### config.mk
export PLATFORM = sky130hd
export DESIGN_NAME = bc7_mode6_block_decoder
export DESIGN_NICKNAME = d
export VERILOG_FILES = /design/src/hw/rtl/bc7m6_pkg.sv /design/src/hw/rtl/bc7m6_unpack.sv /design/src/hw/rtl/bc7m6_interp.sv /design/src/hw/rtl/bc7_mode6_block_decoder.sv
export SDC_FILE = /design/constraint.sdc
export NUM_CORES = 1
export LEC_CHECK = 0
export ABC_AREA = 1
export BUFFER_PORTS_ARGS = -buffer_cell sky130_fd_sc_hd__buf_2
export CORE_ASPECT_RATIO = 1.4
export CORE_UTILIZATION = 45
export DETAILED_ROUTE_END_ITERATION = 8
export PLACE_DENSITY_LB_ADDON = 0.1
export SLEW_MARGIN = 20
export SYNTH_ARGS = -nofsm -noshare
export SYNTH_HDL_FRONTEND = slang
export SYNTH_HIERARCHICAL = 1
export SYNTH_SLANG_ARGS = --single-unit
### constraint.sdc
create_clock -name clk -period 16.3 [get_ports clk]
set_input_delay 0.815 -clock clk [delete_from_list [all_inputs] [get_ports clk]]
set_output_delay 0.815 -clock clk [all_outputs]
set_load 0.01 [all_outputs]
### src/hw/rtl/bc7m6_pkg.sv
// Shared types, constants and the weight table for the BC7 mode-6 decoder.
package bc7m6_pkg;

  localparam int NumTexels   = 16;
  localparam int NumChannels = 4;

  // Mode field: low seven bits of the block
  localparam logic [6:0] ModeMode6 = 7'h40;

  // Bit offsets in the 128-bit block
  localparam int EpBase    = 7;
  localparam int EpStride  = 14;
  localparam int EpBits    = 7;
  localparam int PBit0Pos  = 63;
  localparam int PBit1Pos  = 64;
  localparam int IdxBase   = 65;
  localparam int IdxBits   = 128 - IdxBase;
  localparam int AnchorLen = 3;
  localparam int IdxLen    = 4;

  // Rounding term and the full-scale weight
  localparam logic [13:0] RoundBias = 14'd32;
  localparam logic [6:0]  WeightOne = 7'd64;

  typedef logic [NumChannels-1:0][7:0] endpoint_t;

  // Side information that travels with each texel item
  typedef struct packed {
    logic [3:0] texel_index;
    logic       mode_ok;
    logic       last;
  } texel_meta_t;

  // 4-bit interpolation weights
  function automatic logic [6:0] weight_lookup(input logic [3:0] idx);
    logic [6:0] w;
    unique case (idx)
      4'd0:    w = 7'd0;
      4'd1:    w = 7'd4;
      4'd2:    w = 7'd9;
      4'd3:    w = 7'd13;
      4'd4:    w = 7'd17;
      4'd5:    w = 7'd21;
      4'd6:    w = 7'd26;
      4'd7:    w = 7'd30;
      4'd8:    w = 7'd34;
      4'd9:    w = 7'd38;
      4'd10:   w = 7'd43;
      4'd11:   w = 7'd47;
      4'd12:   w = 7'd51;
      4'd13:   w = 7'd55;
      4'd14:   w = 7'd60;
      default: w = 7'd64;
    endcase
    return w;
  endfunction

endpackage

### src/hw/rtl/bc7m6_unpack.sv
// Block register and texel sequencer: unpacks endpoints and walks the sixteen indices.
module bc7m6_unpack import bc7m6_pkg::*; (
  input  logic         clk,
  input  logic         rst,
  input  logic         in_valid,
  output logic         in_ready,
  input  logic [63:0]  block_low,
  input  logic [63:0]  block_high,
  output logic         tx_valid,
  input  logic         tx_ready,
  output endpoint_t    tx_e0,
  output endpoint_t    tx_e1,
  output logic [3:0]   tx_widx,
  output texel_meta_t  tx_meta
);

  logic                 busy;
  logic                 mode_ok;
  logic [3:0]           count;
  logic [IdxBits-1:0]   idx_bits;
  endpoint_t            ep0;
  endpoint_t            ep1;

  logic [127:0]         blk;
  logic                 blk_mode6;
  logic                 take;
  logic                 load;
  endpoint_t            dec_e0;
  endpoint_t            dec_e1;

  assign blk       = {block_high, block_low};
  assign blk_mode6 = (block_low[6:0] == ModeMode6);

  // Endpoint decode; a block of another mode gets zero endpoints so colors come out zero
  always_comb begin
    for (int c = 0; c < NumChannels; c++) begin
      dec_e0[c] = blk_mode6 ? {blk[EpBase + c*EpStride +: EpBits], blk[PBit0Pos]} : 8'd0;
      dec_e1[c] = blk_mode6 ?
                  {blk[EpBase + EpBits + c*EpStride +: EpBits], blk[PBit1Pos]} : 8'd0;
    end
  end

  // Current texel item
  assign tx_valid            = busy;
  assign tx_e0               = ep0;
  assign tx_e1               = ep1;
  assign tx_widx             = (count == 4'd0) ? {1'b0, idx_bits[AnchorLen-1:0]}
                                               : idx_bits[IdxLen-1:0];
  assign tx_meta.texel_index = count;
  assign tx_meta.mode_ok     = mode_ok;
  assign tx_meta.last        = !mode_ok || (count == 4'(NumTexels - 1));

  assign take     = busy && tx_ready;
  assign in_ready = !busy || (take && tx_meta.last);
  assign load     = in_valid && in_ready;

  // Control state
  always_ff @(posedge clk) begin
    if (rst) begin
      busy  <= 1'b0;
      count <= '0;
    end else if (load) begin
      busy  <= 1'b1;
      count <= '0;
    end else if (take) begin
      if (tx_meta.last) begin
        busy <= 1'b0;
      end
      count <= count + 4'd1;
    end
  end

  // Payload: endpoints and the index shift register
  always_ff @(posedge clk) begin
    if (load) begin
      mode_ok  <= blk_mode6;
      ep0      <= dec_e0;
      ep1      <= dec_e1;
      idx_bits <= blk_mode6 ? blk[127:IdxBase] : '0;
    end else if (take) begin
      idx_bits <= (count == 4'd0) ? (idx_bits >> AnchorLen) : (idx_bits >> IdxLen);
    end
  end

endmodule

### src/hw/rtl/bc7m6_interp.sv
// Three-stage interpolation pipeline: weight lookup, products, rounded sum.
module bc7m6_interp import bc7m6_pkg::*; (
  input  logic         clk,
  input  logic         rst,
  input  logic         tx_valid,
  output logic         tx_ready,
  input  endpoint_t    tx_e0,
  input  endpoint_t    tx_e1,
  input  logic [3:0]   tx_widx,
  input  texel_meta_t  tx_meta,
  output logic         out_valid,
  input  logic         out_ready,
  output endpoint_t    out_color,
  output texel_meta_t  out_meta
);

  logic                              s1_valid;
  logic                              s2_valid;
  logic                              s3_valid;
  logic                              s1_ready;
  logic                              s2_ready;
  logic                              s3_ready;

  endpoint_t                         s1_e0;
  endpoint_t                         s1_e1;
  logic [6:0]                        s1_w;
  texel_meta_t                       s1_meta;

  logic [NumChannels-1:0][13:0]      s2_p0;
  logic [NumChannels-1:0][13:0]      s2_p1;
  texel_meta_t                       s2_meta;

  endpoint_t                         s3_color;
  texel_meta_t                       s3_meta;

  logic [NumChannels-1:0][13:0]      sum;

  // Stage handshakes: a stage moves when empty or when the next one takes its item
  assign s3_ready = !s3_valid || out_ready;
  assign s2_ready = !s2_valid || s3_ready;
  assign s1_ready = !s1_valid || s2_ready;
  assign tx_ready = s1_ready;

  always_ff @(posedge clk) begin
    if (rst) begin
      s1_valid <= 1'b0;
      s2_valid <= 1'b0;
      s3_valid <= 1'b0;
    end else begin
      if (s1_ready) s1_valid <= tx_valid;
      if (s2_ready) s2_valid <= s1_valid;
      if (s3_ready) s3_valid <= s2_valid;
    end
  end

  // Stage 1: weight lookup
  always_ff @(posedge clk) begin
    if (s1_ready && tx_valid) begin
      s1_e0   <= tx_e0;
      s1_e1   <= tx_e1;
      s1_w    <= weight_lookup(tx_widx);
      s1_meta <= tx_meta;
    end
  end

  // Stage 2: weighted endpoint products per channel
  always_ff @(posedge clk) begin
    if (s2_ready && s1_valid) begin
      for (int c = 0; c < NumChannels; c++) begin
        s2_p0[c] <= 14'(WeightOne - s1_w) * 14'(s1_e0[c]);
        s2_p1[c] <= 14'(s1_w) * 14'(s1_e1[c]);
      end
      s2_meta <= s1_meta;
    end
  end

  // Stage 3: rounded sum, divide by 64
  always_comb begin
    for (int c = 0; c < NumChannels; c++) begin
      sum[c] = s2_p0[c] + s2_p1[c] + RoundBias;
    end
  end

  always_ff @(posedge clk) begin
    if (s3_ready && s2_valid) begin
      for (int c = 0; c < NumChannels; c++) begin
        s3_color[c] <= sum[c][13:6];
      end
      s3_meta <= s2_meta;
    end
  end

  assign out_valid = s3_valid;
  assign out_color = s3_color;
  assign out_meta  = s3_meta;

endmodule

### src/hw/rtl/bc7_mode6_block_decoder.sv
// Top level of the BC7 mode-6 block decoder.
//
//   channel  handshake            payload
//   input    in_valid/in_ready    block_low, block_high
//   output   out_valid/out_ready  texel_index, red, green, blue, alpha, mode_ok, last
//
// A mode-6 block yields sixteen texels, one per cycle while out_ready is high; another
// mode yields one item. The block register takes the next block in the cycle its last
// texel leaves, so blocks follow back to back.
// The texel rate is set by the single interpolation lane (four channels in parallel).
// rst (synchronous) empties the block register and all pipeline stages.
// out_ready low holds every occupied stage in place; nothing is lost or repeated.
module bc7_mode6_block_decoder import bc7m6_pkg::*; (
  input  logic        clk,
  input  logic        rst,
  input  logic        in_valid,
  output logic        in_ready,
  input  logic [63:0] block_low,
  input  logic [63:0] block_high,
  output logic        out_valid,
  input  logic        out_ready,
  output logic [3:0]  texel_index,
  output logic [7:0]  red,
  output logic [7:0]  green,
  output logic [7:0]  blue,
  output logic [7:0]  alpha,
  output logic        mode_ok,
  output logic        last
);

  logic         tx_valid;
  logic         tx_ready;
  endpoint_t    tx_e0;
  endpoint_t    tx_e1;
  logic [3:0]   tx_widx;
  texel_meta_t  tx_meta;
  endpoint_t    out_color;
  texel_meta_t  out_meta;

  // Block register and texel sequencer
  bc7m6_unpack u_unpack (
    .clk        (clk),
    .rst        (rst),
    .in_valid   (in_valid),
    .in_ready   (in_ready),
    .block_low  (block_low),
    .block_high (block_high),
    .tx_valid   (tx_valid),
    .tx_ready   (tx_ready),
    .tx_e0      (tx_e0),
    .tx_e1      (tx_e1),
    .tx_widx    (tx_widx),
    .tx_meta    (tx_meta)
  );

  // Interpolation pipeline
  bc7m6_interp u_interp (
    .clk       (clk),
    .rst       (rst),
    .tx_valid  (tx_valid),
    .tx_ready  (tx_ready),
    .tx_e0     (tx_e0),
    .tx_e1     (tx_e1),
    .tx_widx   (tx_widx),
    .tx_meta   (tx_meta),
    .out_valid (out_valid),
    .out_ready (out_ready),
    .out_color (out_color),
    .out_meta  (out_meta)
  );

  // Channel order: red, green, blue, alpha
  assign red         = out_color[0];
  assign green       = out_color[1];
  assign blue        = out_color[2];
  assign alpha       = out_color[3];
  assign texel_index = out_meta.texel_index;
  assign mode_ok     = out_meta.mode_ok;
  assign last        = out_meta.last;

endmodule

# Word level (Yosys, flattened, before mapping)
# Memories as Yosys holds them, arrays and structs flattened. A register that Yosys moved wholly into a read port is not among the register bits.
# Cells that the tools add are included.
[word_totals]
mem_bits_ro = 112
mem_count = 1
reg_bits = 362
inputBits = 132
out_inout_bits = 40
[classes]
eq_ne = 2
n_mux = 8
n_addsub = 10
reduce_logical = 20
n_mul = 8
[mem_list]
columns = ["name", "words", "word_bits", "read_ports", "rd_clocked_by_memory_dff", "write_ports", "line_no", "rtl"]
rows = [
  ["(no name shown)", 16, 7, 1, 1, 0, "bc7m6_pkg.sv:37", "unique case (idx)"],
]
[op_table]
columns = ["operator", "count"]
rows = [
  ["two-way mux 63 bit", 3],
  ["two-way mux 60 bit", 1],
  ["adder 14 bit", 4],
  ["adder 14 x 6 -> 14 bit (second input constant)", 4],
  ["multiplier 14 x 8 -> 14 bit", 4],
  ["multiplier 7 x 8 -> 14 bit", 4],
  ["subtractor 7 x 7 -> 8 bit (first input constant)", 1],
  ["equality test 7 bit (second input constant)", 1],
  ["logical AND 1 bit", 5],
  ["zero test 1 bit", 5],
  ["logical OR 1 bit", 5],
  ["adder 4 x 1 -> 4 bit (second input constant)", 1],
  ["equality test 4 bit (second input constant)", 1],
  ["zero test 4 bit", 1],
  ["two-way mux 4 bit", 1],
  ["nonzero test 2 bit", 2],
  ["two-way mux 1 bit", 3],
  ["AND reduction 2 bit", 1],
  ["OR reduction 2 bit", 1],
]

# Logic depth before layout (Yosys ltp)
# Gate-level depths: netlist of the first run.
[logic_depth]
ltp_word = 10
mapped_depth = 28
ltp_nobuf = 24

# By module
# Netlist of the first run, hierarchy kept.
[by_module_without_submodules]
columns = ["mod", "area_per_inst_um2", "instances", "cells_each"]
rows = [
  ["bc7m6_interp", 25240.5, 1, 2790],
  ["bc7m6_unpack", 6676.4, 1, 821],
]

# Least setup slack after synthesis of the first run
# Ideal clock, no wire load.
[synth_path]
kind = "input-to-reg"
start = "in in_valid"
end = "reg u_unpack.idx_bits[0], enable pin"
arrival_time_ps = 5529
setup_time_ps = 571
slack_ps = 10200
stages = 3
cell_sequence = "buf_2 -> inv_1 -> o21ai_0"
[synth_via]
elab_chain_len = 2
[synth_lines]
columns = ["element", "line_no", "rtl"]
rows = [
  ["from (decl)", "bc7_mode6_block_decoder.sv:16", "input logic in_valid,"],
  ["logical AND 1 bit", "bc7m6_unpack.sv:55", "assign load = in_valid && in_ready;"],
  ["nonzero test 2 bit (no line)", "n/a", ""],
  ["to (signal assigned)", "bc7m6_unpack.sv:79", "idx_bits <= blk_mode6 ? blk[127:IdxBase] : '0;"],
  ["to (signal assigned)", "bc7m6_unpack.sv:81", "idx_bits <= (count == 4'd0) ? (idx_bits >> AnchorLen) : (idx_bits >> IdxLen);"],
  ["to (decl)", "bc7m6_unpack.sv:20", "logic [IdxBits-1:0] idx_bits;"],
]
# Every way passes these cells.
# A chain may end at the register's enable or synchronous reset.

# Worst setup path after layout of the first run
[layout_path]
start = "reg u_interp.s1_w[0]"
end = "reg u_interp/s2_p0[52] in the netlist's numbering (data pin)"
[layout_via]
elab_chain_len = 2
[layout_lines]
columns = ["element", "line_no", "rtl"]
rows = [
  ["from (decl)", "bc7m6_interp.sv:26", "logic [6:0] s1_w;"],
  ["subtractor 7 x 7 -> 8 bit", "bc7m6_interp.sv:70", "s2_p0[c] <= 14'(WeightOne - s1_w) * 14'(s1_e0[c]);"],
  ["multiplier 14 x 8 -> 14 bit", "bc7m6_interp.sv:70", ""],
  ["to (signal, indexed assignment)", "bc7m6_interp.sv:70", ""],
  ["to (decl)", "bc7m6_interp.sv:29", "logic [NumChannels-1:0][13:0] s2_p0;"],
]
# Every way passes these cells.

==> results of run 1 <==
-- final timing paths --
path | start | endpoint | depth (start not counted)
setup / recovery | u_interp/s1_w[0] | u_interp/s2_p0[52] | 20
hold / removal | u_unpack/tx_e0[31] | u_interp/s1_e0[31] | 0
setup reg to reg | u_interp/s1_w[0] | u_interp/s2_p0[52] | 20
hold reg to reg | u_unpack/tx_e0[31] | u_interp/s1_e0[31] | 0
-- layout by cell type (no fill, tap or decap), types with 3 or more instances in the layout --
| cell type | netlist | final |
|---|---|---|
| o21ai_0 | 57 | 56 |
| inv_1 | 781 | 778 |
| a31oi_1 | 3 | 3 |
| xnor2_1 | 48 | 48 |
| fa_1 | 260 | 260 |
| nand2_2 | 8 | 8 |
| edfxtp_1 | 355 | 355 |
| nor4_1 | 3 | 3 |
| dfxtp_1 | 8 | 8 |
| a211oi_1 | 4 | 4 |
| clkinvlp_4 | 0 | 3 |
| nand2_1 | 876 | 875 |
| nand4_1 | 22 | 22 |
| inv_2 | 9 | 10 |
| clkbuf_16 | 0 | 43 |
| nor3_1 | 9 | 9 |
| bufinv_16 | 0 | 6 |
| o211ai_1 | 3 | 3 |
| xor2_1 | 75 | 75 |
| a221oi_1 | 3 | 3 |
| clkinv_1 | 0 | 8 |
| buf_2 | 32 | 171 |
| nand3_2 | 4 | 4 |
| buf_4 | 19 | 22 |
| a21o_1 | 11 | 11 |
| nand3b_1 | 7 | 7 |
| o2111ai_1 | 5 | 5 |
| o21a_1 | 5 | 5 |
| clkinv_2 | 0 | 11 |
| ha_1 | 347 | 347 |
| o21bai_1 | 5 | 5 |
| a21oi_1 | 120 | 119 |
| nand3_1 | 138 | 138 |
| nor2_1 | 322 | 322 |
-- metal layers --
metal / global-route usage [%] / routed length, um
met2: 40.5 / 39000
met1: 24.9 / 30400
met4: 7.03 / 2390
met5: 0 / 0
met3: 2.71 / 2560
-- power by group through the flow --
stage	Combinational, W	Sequential, W	Clock (W)
after CTS	0.00183	0.00129	0.00103
final	0.00180	0.00129	0.000998
after detailed placement	0.00182	0.00131	0
after global routing	0.00209	0.00130	0.00106
after global placement	0.00181	0.00131	0
after floorplan	0.00137	0.00128	0
-- registers in the layout, summed over array words and instances (netlist names), 4 cells and up --
| name | cells |
|---|---|
| u_interp/out_meta | 6 |
| u_interp/s1_e1 | 32 |
| u_interp/s2_p0 | 56 |
| u_unpack/idx_bits | 63 |
| u_unpack/tx_e0 | 29 |
| u_unpack/tx_e1 | 29 |
| u_interp/s1_e0 | 32 |
| u_interp/s2_meta | 6 |
| u_interp/s1_meta | 6 |
| u_interp/s1_w | 7 |
| u_unpack/count | 4 |
| u_interp/out_color | 32 |
| u_interp/s2_p1 | 56 |
-- final cells by class --
| cell class | instances | area (sq um) | share of cell area, % |
|---|---|---|---|
| clock buffers | 45 | 1080 | 3.10 |
| repair buffers | 193 | 1020 | 2.92 |
| clock inverters | 34 | 364 | 1.04 |
| multi-input cells | 2352 | 17500 | 50.2 |
| well taps | 936 | 1170 | 3.35 |
| flip-flops and latches | 363 | 10800 | 30.9 |
| inverters | 791 | 2980 | 8.51 |
-- critical path: cells and delay by family (launching register included) --
kind	cells	cell delay, ps
compound gates	2	460
xor+xnor	1	120
fa+ha+maj	5	2290
buf+inv	5	1320
flops	1	320
simple gates	7	1500
-- logic make-up (layout without fill, tap and decap cells) --
family	count (synthesis)	in the layout
adder cells (fa/ha/maj)	607	607
multiplexers	1	1
XOR/XNOR	123	123
AO/OA/AOI/OAI	221	221
buffers and inverters	896	1063
AND/OR/NAND/NOR	1400	1400
flip-flops	363	363
-- per-stage QoR --
step / cells / worst slack [ps] / utilization, % / hold slack, ps
2_1_floorplan: 3611 / 10200 / - / 400
3_3_place_gp: 4635 / 10060 / 47.8 / 400
3_5_place_dp: 4635 / 9960 / 47.8 / 405
4_1_cts: 4714 / 9980 / 49.8 / 405
5_1_grt: 4714 / 9560 / 49.8 / 423
6_report: 4714 / 9990 / 49.8 / 402
==> impl_metrics.ini, run 1 <==
[sta]
drv_slew = 0
clock-skew-final_ps = 42.9
final_min_period_over_clock_period_pct = 38.7
fin_hold_viols = 0
max_slew.worst_pin.slew_ps = 921
totalNegativeSetupSlack_ps = 0
setup_viol = 0
grt_setup_unrepaired = no
post-route-min-period_ps = 6310
timing.slew.headroom_pct = 38.5
fmaxAchievable_mhz = 158

[drt]
drt_pass1_iterations = 5
avgViaCountPerCell = 4.84
final_antenna_net_count = 0
wl_per_cell_um = 15.8
vias = 22800
final_wirelength_um = 74300
drt-initial-drc-count = 988
detail_route.drc_violations = 0

[grt]
grt_antenna_before_repair = 0
grt_first_pass_wirelength_um = 121000
grt_start_max_net_pins = 67
grt_use_total_pct = 21.5
global_route.overflow_total = 0
grt_pass1_vias = 23600

[logic_synthesis]
share_of_synthesized_flip_flops_with_an_asynchronous_set_or_reset_pct = 0
ys_seq_elements = 363
synth.most_common_cell = nand2_1
ys.flop_type = edfxtp_1
synth_simple_gate_area_share_pct = 17.7
ys_top_cells_by_count = 876 x nand2_1, 781 x inv_1, 355 x edfxtp_1
yosys-mux-area-fraction_pct = 0.0353
synth_area_sq_mm = 0.0319
synth-compound-area-share_pct = 3.83
synth_top_family_by_area = adder cells
synth_xor_xnor_area_share_pct = 3.38
synth_warnings = 6
synth_largest_type_area_fraction_pct = 33.4
synth_adder_area_share_pct = 29.9
seq_area_frac_synth_pct = 33.9
syn-num-nets = 4350
synth.distinct_cells = 47
post_synth_main_area_contributors = edfxtp_1 33%, fa_1 16%, ha_1 14%
synthCells = 3611
synth_enable_flop_cells = 355
synth_top_cell_by_area = edfxtp_1
synthesized_area_per_cell_sq_um = 8.84

[power]
total_power_w = 0.00408
static-leakage-power_nw = 18.4
vdd_drop_max_uv = 97.2
clock_power_share_pct = 24.4
power_density_mw_per_mm2 = 117
comb_power_share_pct = 44.0
switching_share_pct = 38.5
power_switching_w = 0.00157
seqPwrFrac_pct = 31.5
cell_internal_pwr_w = 0.00251

[worst_setup_path]
crit_path_start_kind = flip-flop
critPathMaxStageDelay_ps = 670
kind_of_critical_path = flip-flop to flip-flop
timing.critical_path.required_ps = 16620
ff2ff_setup_slack_ps = 9990
critPathMaxFanout = 66
timing.critical_path.cells = buf_4, nor3_4, or2_2, nand2_1, inv_1, nand2_1, fa_1, fa_1, inv_1, fa_1, inv_1, fa_1, inv_1, ha_1, nand2_1, o21ai_0, a21oi_1, nor2_1, nor2_1, xnor2_1
cp_slowest_cell = nand2_1
critPathCaptureType = flip-flop
critPathArrivalTime_ps = 6630

[cts]
clock_insertion_delay_worst_skew_ps = 610
cts.root.buffer_cell = clkbuf_16
post-cts-setup-buffers = 0
clock_tree.buffer_depth = 3
hold_fix_buffers_at_cts = 0
tritoncts.num_buffers = 43
tritoncts_clock_tree = done
cts.sink_count = 363
clk_pin_slew_worst_paths_ps = 80
ctsResizeCount = 0
htree_levels = 2

[floorplanning]
fp.dieArea_sq_mm = 0.0720
placementRows = 115
die_w_um = 227
initial_utilization_pct = 45.5
core_area_sq_mm = 0.0702
die_height_um = 317
num_io_pins = 172

[place]
io_buffer_count = 171
place.detailed.hpwl_um = 57200
detailed_place.area_sq_mm = 0.0335
global_placement_routability_congestion = 0.901

[layout]
fill_cells = 6940
layout-drive-gt1-share_pct = 7.94
final_area_sq_mm = 0.0350
nNetsFinal = 4483
area_growth_syn_to_layout_pct = 9.59
num_antenna_cells = 0

[run]
maxCapViolations = 0

[min_path]
hold_class = flip-flop to flip-flop

[status]
outcome = finished clean
Power figures use the tool's default switching activity.
==> inputs of run 2 (changes only) <==
--- a/config.mk
+++ b/config.mk
@@ -5,7 +5,7 @@
 export SDC_FILE = /design/constraint.sdc
 export NUM_CORES = 1
 export LEC_CHECK = 0
-export ABC_AREA = 1
+export ABC_AREA = 0
 export BUFFER_PORTS_ARGS = -buffer_cell sky130_fd_sc_hd__buf_2
 export CORE_ASPECT_RATIO = 1.4
 export CORE_UTILIZATION = 45
==> constraint.sdc (replaced) <==
create_clock -name clk -period 5.7 [get_ports clk]
set_input_delay 0.285 -clock clk [delete_from_list [all_inputs] [get_ports clk]]
set_output_delay 0.285 -clock clk [all_outputs]
set_load 0.01 [all_outputs]
==> run 2 against run 1 <==
Against the previous run: critical path depth shrank 3; synthesized cell count down 26%; count of clock-buffer cells in the layout grew 7; routed wire length is 11% lower; via count down 16%; setup slack got worse by 9700 ps; final cell count fell by 20%; critical path type unchanged; sequential share of layout area up 1.1 points; combinational power rose to 2.9 times the previous value.
==> impl_metrics.ini, run 2 <==
[sta]
final.setup.worst_slack_ps = 276
grt_setup_unrepaired = no
fin_hold_viols = 0
drv_slew = 0
final_min_period_over_clock_period_pct = 95.2
totalNegativeSetupSlack_ps = 0
setup_viol = 0
clock-skew-final_ps = 31.4
whs_ps = 36.5
timing.slew.headroom_pct = 30.4
post-route-min-period_ps = 5420
fmaxAchievable_mhz = 184
max_slew.worst_pin.slew_ps = 1040

[cts]
cts.root.buffer_cell = clkbuf_16
clk_pin_slew_worst_paths_ps = 60
cts.sink_count = 363
htree_levels = 2
clock_insertion_delay_worst_skew_ps = 580
tritoncts.num_buffers = 41
tritoncts_clock_tree = done
clock_tree.buffer_depth = 3
post-cts-setup-buffers = 0

[power]
power_density_mw_per_mm2 = 350
vdd_drop_max_uv = 228
total_power_w = 0.0118
static-leakage-power_nw = 15.9

[logic_synthesis]
post_synth_main_area_contributors = edfxtp_1 35%, fa_1 17%, ha_1 14%
synthesized_area_per_cell_sq_um = 11.2
synth_xor_xnor_area_share_pct = 4.31
synth_enable_flop_cells = 355
share_of_synthesized_flip_flops_with_an_asynchronous_set_or_reset_pct = 0
ys_top_cells_by_count = 389 x inv_1, 355 x edfxtp_1, 347 x ha_1
ys_seq_elements = 363
synth_top_family_by_area = adder cells
synth.most_common_cell = inv_1
synth.distinct_cells = 59
synth_largest_type_area_fraction_pct = 35.3
synth_adder_area_share_pct = 31.6
syn-num-nets = 3425
synthCells = 2686
synth_area_sq_mm = 0.0302
yosys-mux-area-fraction_pct = 4.05
synth-compound-area-share_pct = 4.57
seq_area_frac_synth_pct = 35.8
synth_simple_gate_area_share_pct = 13.0
ys.flop_type = edfxtp_1
synth_top_cell_by_area = edfxtp_1
synth_warnings = 6

[worst_setup_path]
kind_of_critical_path = flip-flop to flip-flop
critPathMaxStageDelay_ps = 520
timing.critical_path.cells = or3_4, o41ai_4, buf_4, buf_4, nor2_1, fa_1, fa_1, fa_1, inv_1, fa_1, inv_1, ha_1, o21ai_0, o21bai_1, o31ai_1, o21ai_0, xnor2_1
critPathMaxFanout = 21
critPathMostFrequentCell = fa_1
crit_path_start_kind = flip-flop
critPathCaptureType = flip-flop
timing.critical_path.required_ps = 6020
critPathArrivalTime_ps = 5740
cp_slowest_cell = fa_1

[place]
dp_worst_setup_slack_ps = 206
place.detailed.hpwl_um = 50300
global_placement_routability_congestion = 0.817
io_buffer_count = 171

[layout]
final_common_cell = inv_1
sequential_cell_area_sq_mm = 0.0108
layout-drive-gt1-share_pct = 10.7
fill_cells = 6000
area_taken_by_multi_input_logic_gates_sq_mm = 0.0175
layout.cells.most_common_list = 389 x inv_1, 355 x edfxtp_1, 347 x ha_1
top_regs = u_unpack/idx_bits (63), u_interp/s2_p0 (56), u_interp/s2_p1 (56)
max_ffs_per_register = 63
nNetsFinal = 3604
max_flop_register = u_unpack/idx_bits
area_growth_syn_to_layout_pct = 11.7

[grt]
globalRouteMet2Util_pct = 38.2
global_route.overflow_total = 0
met1_usage_pct = 22.1
grt_start_max_net_pins = 85
grt_first_pass_wirelength_um = 107000
grt_antenna_before_repair = 10
grt_pass1_vias = 20900
m3_gr_usage_pct = 3.09
grt.busiest_layer = met2
grt_use_total_pct = 20.0

[floorplanning]
initial_utilization_pct = 45.4
fp.dieArea_sq_mm = 0.0682
core_area_sq_mm = 0.0666
die_w_um = 221
placementRows = 112
die_height_um = 308
num_io_pins = 172

[status]
outcome = finished clean

[drt]
final_antenna_net_count = 0
wl_per_cell_um = 17.6
detail_route.drc_violations = 0
avgViaCountPerCell = 5.13
vias = 19300
drt_pass1_iterations = 4
drt-initial-drc-count = 751
final_wirelength_um = 66000

[run]
maxCapViolations = 0

[min_path]
hold_class = input port to flip-flop
[run 2: changes by cell type after synthesis, sizes merged, moves of 54 or more]
cell | previous run | this run
nor2 | 325 | 64
and3 | 2 | 63
and2 | 0 | 263
nand3 | 142 | 67
mux2i | 0 | 121
inv | 791 | 390
nand2 | 887 | 222
a21oi | 120 | 45
xnor2 | 48 | 102
[run 2: worst paths after layout]
kind	startpoint	to	slack, ps	cells after the start
max	u_interp/s1_w[4]	u_interp/s2_p0[55]	280	17
min	block_low[47]	u_unpack/tx_e1[22]	40	2
max reg2reg	u_interp/s1_w[4]	u_interp/s2_p0[55]	280	17
min reg2reg	u_unpack/tx_e1[10]	u_interp/s1_e1[10]	410	0
[run 2: repair_timing]
action	4_1_cts	5_1_grt
hold buffers	30	0
resized for setup	0	2
endpoints found under the setup margin	0	8
endpoints found under the hold margin	36	0
[run 2: critical path: cells and delay by family, from the launching register on]
family | cells | cell delay, ps
buffers and inverters | 4 | 680
adder cells (fa/ha/maj) | 5 | 2230
XOR/XNOR | 1 | 150
AO/OA/AOI/OAI | 5 | 1090
flip-flops | 1 | 500
AND/OR/NAND/NOR | 2 | 490
[run 2: per-stage QoR]
| step | std cells | util [%] | instance area, sq um |
|---|---|---|---|
| after floorplan | 2686 | - | 30200 |
| after global placement | 3647 | 48.1 | 32000 |
| after detailed placement | 3647 | 48.1 | 32000 |
| after CTS | 3753 | 50.6 | 33700 |
| after global routing | 3755 | 50.7 | 33700 |
| final | 3755 | 50.7 | 33700 |
[run 2: kinds of logic after synthesis]
group,count (synthesis)
flops,363
mux,122
buf+inv,492
compound gates,207
fa+ha+maj,607
xor+xnor,145
simple gates,750
[run 2: cell type report]
class	instances	share of cell area, %
Tap cell	855	3.17
Clock inverter	24	0.920
Inverter	390	4.34
Multi-Input combinational cell	1831	51.8
Antenna cell	2	0.0148
Timing Repair Buffer	238	4.40
Clock buffer	52	3.22
Sequential cell	363	32.1
[run 2: per-layer routing]
metal	share of wire, %	wire (um)
met2	54	35400
met1	39	25700
met5	0.12	79
met4	3.7	2440
met3	3.6	2380
[run 2: power by group]
group	internal (W)	leakage, nW	switching [W]
sequential	0.00356	3.49	0.000180
clock	0.00164	0.672	0.00112
combinational	0.00236	11.7	0.00293
==> inputs of run 3 (changes only) <==
--- a/config.mk
+++ b/config.mk
@@ -7,7 +7,7 @@
 export LEC_CHECK = 0
 export ABC_AREA = 0
 export BUFFER_PORTS_ARGS = -buffer_cell sky130_fd_sc_hd__buf_2
-export CORE_ASPECT_RATIO = 1.4
+export CORE_ASPECT_RATIO = 1.25
 export CORE_UTILIZATION = 45
 export DETAILED_ROUTE_END_ITERATION = 8
 export PLACE_DENSITY_LB_ADDON = 0.1
==> constraint.sdc (replaced) <==
create_clock -name clk -period 5.7 [get_ports clk]
set_input_delay 1.71 -clock clk [delete_from_list [all_inputs] [get_ports clk]]
set_output_delay 1.71 -clock clk [all_outputs]
set_load 0.01 [all_outputs]
==> run 3 against run 2 <==
Against the previous run: combinational power about the same; register-to-register slack improved by 40 ps; sequential share of layout area increased by 0.24 points; critical path type unchanged; largest cell class unchanged.
==> impl_metrics.ini, run 3 (synthesis results as in run 2) <==
[worst_setup_path]
timing.critical_path.cells = or3_4, nor3b_2, xor2_2, buf_12, nand2_1, fa_1, fa_1, inv_1, fa_1, inv_1, fa_1, inv_1, ha_1, o21ai_0, o21bai_1, o31ai_1, o21ai_0, xnor2_1
critPathArrivalTime_ps = 5690
kind_of_critical_path = flip-flop to flip-flop
critPathCaptureType = flip-flop
timing.critical_path.required_ps = 6010
crit_path_start_kind = flip-flop
cp_slowest_cell = edfxtp_1
startpoint_of_the_worst_register_to_register_path = u_interp/s1_w[3]
timing.critical_path.from = u_interp/s1_w[3]
critPathMostFrequentCell = fa_1
critPathMaxFanout = 32
critPathMaxStageDelay_ps = 520

[layout]
num_antenna_cells = 0
max_flop_register = u_unpack/idx_bits
final_common_cell = inv_1
layout.cells.most_common_list = 389 x inv_1, 355 x edfxtp_1, 347 x ha_1
area_growth_syn_to_layout_pct = 10.9
top_regs = u_unpack/idx_bits (63), u_interp/s2_p0 (56), u_interp/s2_p1 (56)
fill_cells = 5986
nNetsFinal = 3575
max_ffs_per_register = 63
layout.core_utilization_pct = 50.8
layout-drive-gt1-share_pct = 10.8

[cts]
tritoncts.num_buffers = 43
clk_pin_slew_worst_paths_ps = 60
cts.root.buffer_cell = clkbuf_16
cts.sink_count = 363
clock_insertion_delay_worst_skew_ps = 570
tritoncts_clock_tree = done
htree_levels = 2
clock_tree.buffer_depth = 3

[floorplanning]
initial_utilization_pct = 45.8
die_w_um = 234
num_io_pins = 172
core_area_sq_mm = 0.0660
fp.dieArea_sq_mm = 0.0681
die_height_um = 292
placementRows = 105

[min_path]
hold_class = flip-flop to flip-flop
hold_start = u_unpack/tx_e0[15]

[sta]
clock-skew-final_ps = 27.2
setup_viol = 0
whs_ps = 412
final.setup.worst_slack_ps = 313
final_min_period_over_clock_period_pct = 94.5
max_slew.worst_pin.slew_ps = 1060
post-route-min-period_ps = 5390
grt_setup_unrepaired = no
drv_slew = 0
timing.slew.headroom_pct = 29.1
fmaxAchievable_mhz = 186
fin_hold_viols = 0
totalNegativeSetupSlack_ps = 0

[drt]
drt-initial-drc-count = 817
final_antenna_net_count = 0
vias = 19200
detail_route.drc_violations = 0
final_wirelength_um = 67500
avgViaCountPerCell = 5.16
wl_per_cell_um = 18.1
drt_pass1_iterations = 7

[place]
io_buffer_count = 171
global_placement_routability_congestion = 0.838
place.detailed.hpwl_um = 50800
dp_worst_setup_slack_ps = 240

[grt]
global_route.overflow_total = 0
grt_use_total_pct = 20.6
grt_first_pass_wirelength_um = 109000
grt_antenna_before_repair = 8
grt_pass1_vias = 20900
grt_start_max_net_pins = 120

[status]
outcome = finished clean

[power]
static-leakage-power_nw = 15.8
vdd_drop_max_uv = 202
power_density_mw_per_mm2 = 356
total_power_w = 0.0119

[run]
maxCapViolations = 0
[run 3: cell types whose count changed in the layout (fill, tap and decap cells not counted), moves of 2 or more]
cell           before  now
diode_2             2    0
clkbuf_16          41   45
buf_4              33   30
clkbuf_8            2    0
clkinv_8            2    0
clkinv_4            2    0
clkinv_1            4    8
dlygate4sd3_1      30    0
[run 3: final timing paths]
check                                          end  slack (ps)  depth (start not counted)
worst max register to register  u_interp/s2_p0[13]         310                         18
worst max-delay path            u_interp/s2_p0[13]         310                         18
worst min-delay path            u_interp/s1_e0[15]         410                          0
worst min register to register  u_interp/s1_e0[15]         410                          0
[run 3: area by class of cell]
| class | count | area (sq um) | share of cell area (%) |
|---|---|---|---|
| Multi-Input combinational cell | 1831 | 17500 | 52.2 |
| Sequential cell | 363 | 10800 | 32.3 |
| Clock buffer | 53 | 1160 | 3.45 |
| Timing Repair Buffer | 207 | 1190 | 3.56 |
| Inverter | 390 | 1460 | 4.37 |
| Clock inverter | 26 | 295 | 0.882 |
| Tap cell | 856 | 1070 | 3.20 |
[run 3: metal layers]
layer	GRT usage, %	part of all wire, %
met4	7.03	3.5
met3	3.24	3.9
met1	23.7	39
met2	38.2	53
met5	0	0.13
[run 3: worst max-delay path, delay by kind of cell, from the launching register on]
kind,cells,cell delay [ps]
AOI/OAI and AO/OA,4,820
DFF,1,520
xor gates and xnor gates,2,350
and+or+nand+nor,3,800
buffers and inverters,4,370
adders and majority gates,5,2270
[run 3: per-stage QoR]
step | instance area (sq um) | std cells
final | 33500 | 3726
after global placement | 32000 | 3646
after detailed placement | 32000 | 3646
after floorplan | 30200 | 2686
after CTS | 33500 | 3725
after global routing | 33500 | 3726
[run 3: report_power, final]
group	leakage (nW)	internal (W)	switching, W	total, W
registers	3.49	0.00356	0.000186	0.00375
logic	11.6	0.00236	0.00295	0.00531
clock network	0.701	0.00172	0.00113	0.00285
total	15.8	0.00764	0.00427	0.0119
[run 3: repair_timing]
| action | 4_1_cts | 5_1_grt |
|---|---|---|
| hold buffers | 0 | 0 |
| endpoints found under the hold margin | 0 | 0 |
| setup buffers | 0 | 1 |
| gates resized for setup | 0 | 4 |
| endpoints found under the setup margin | 0 | 3 |
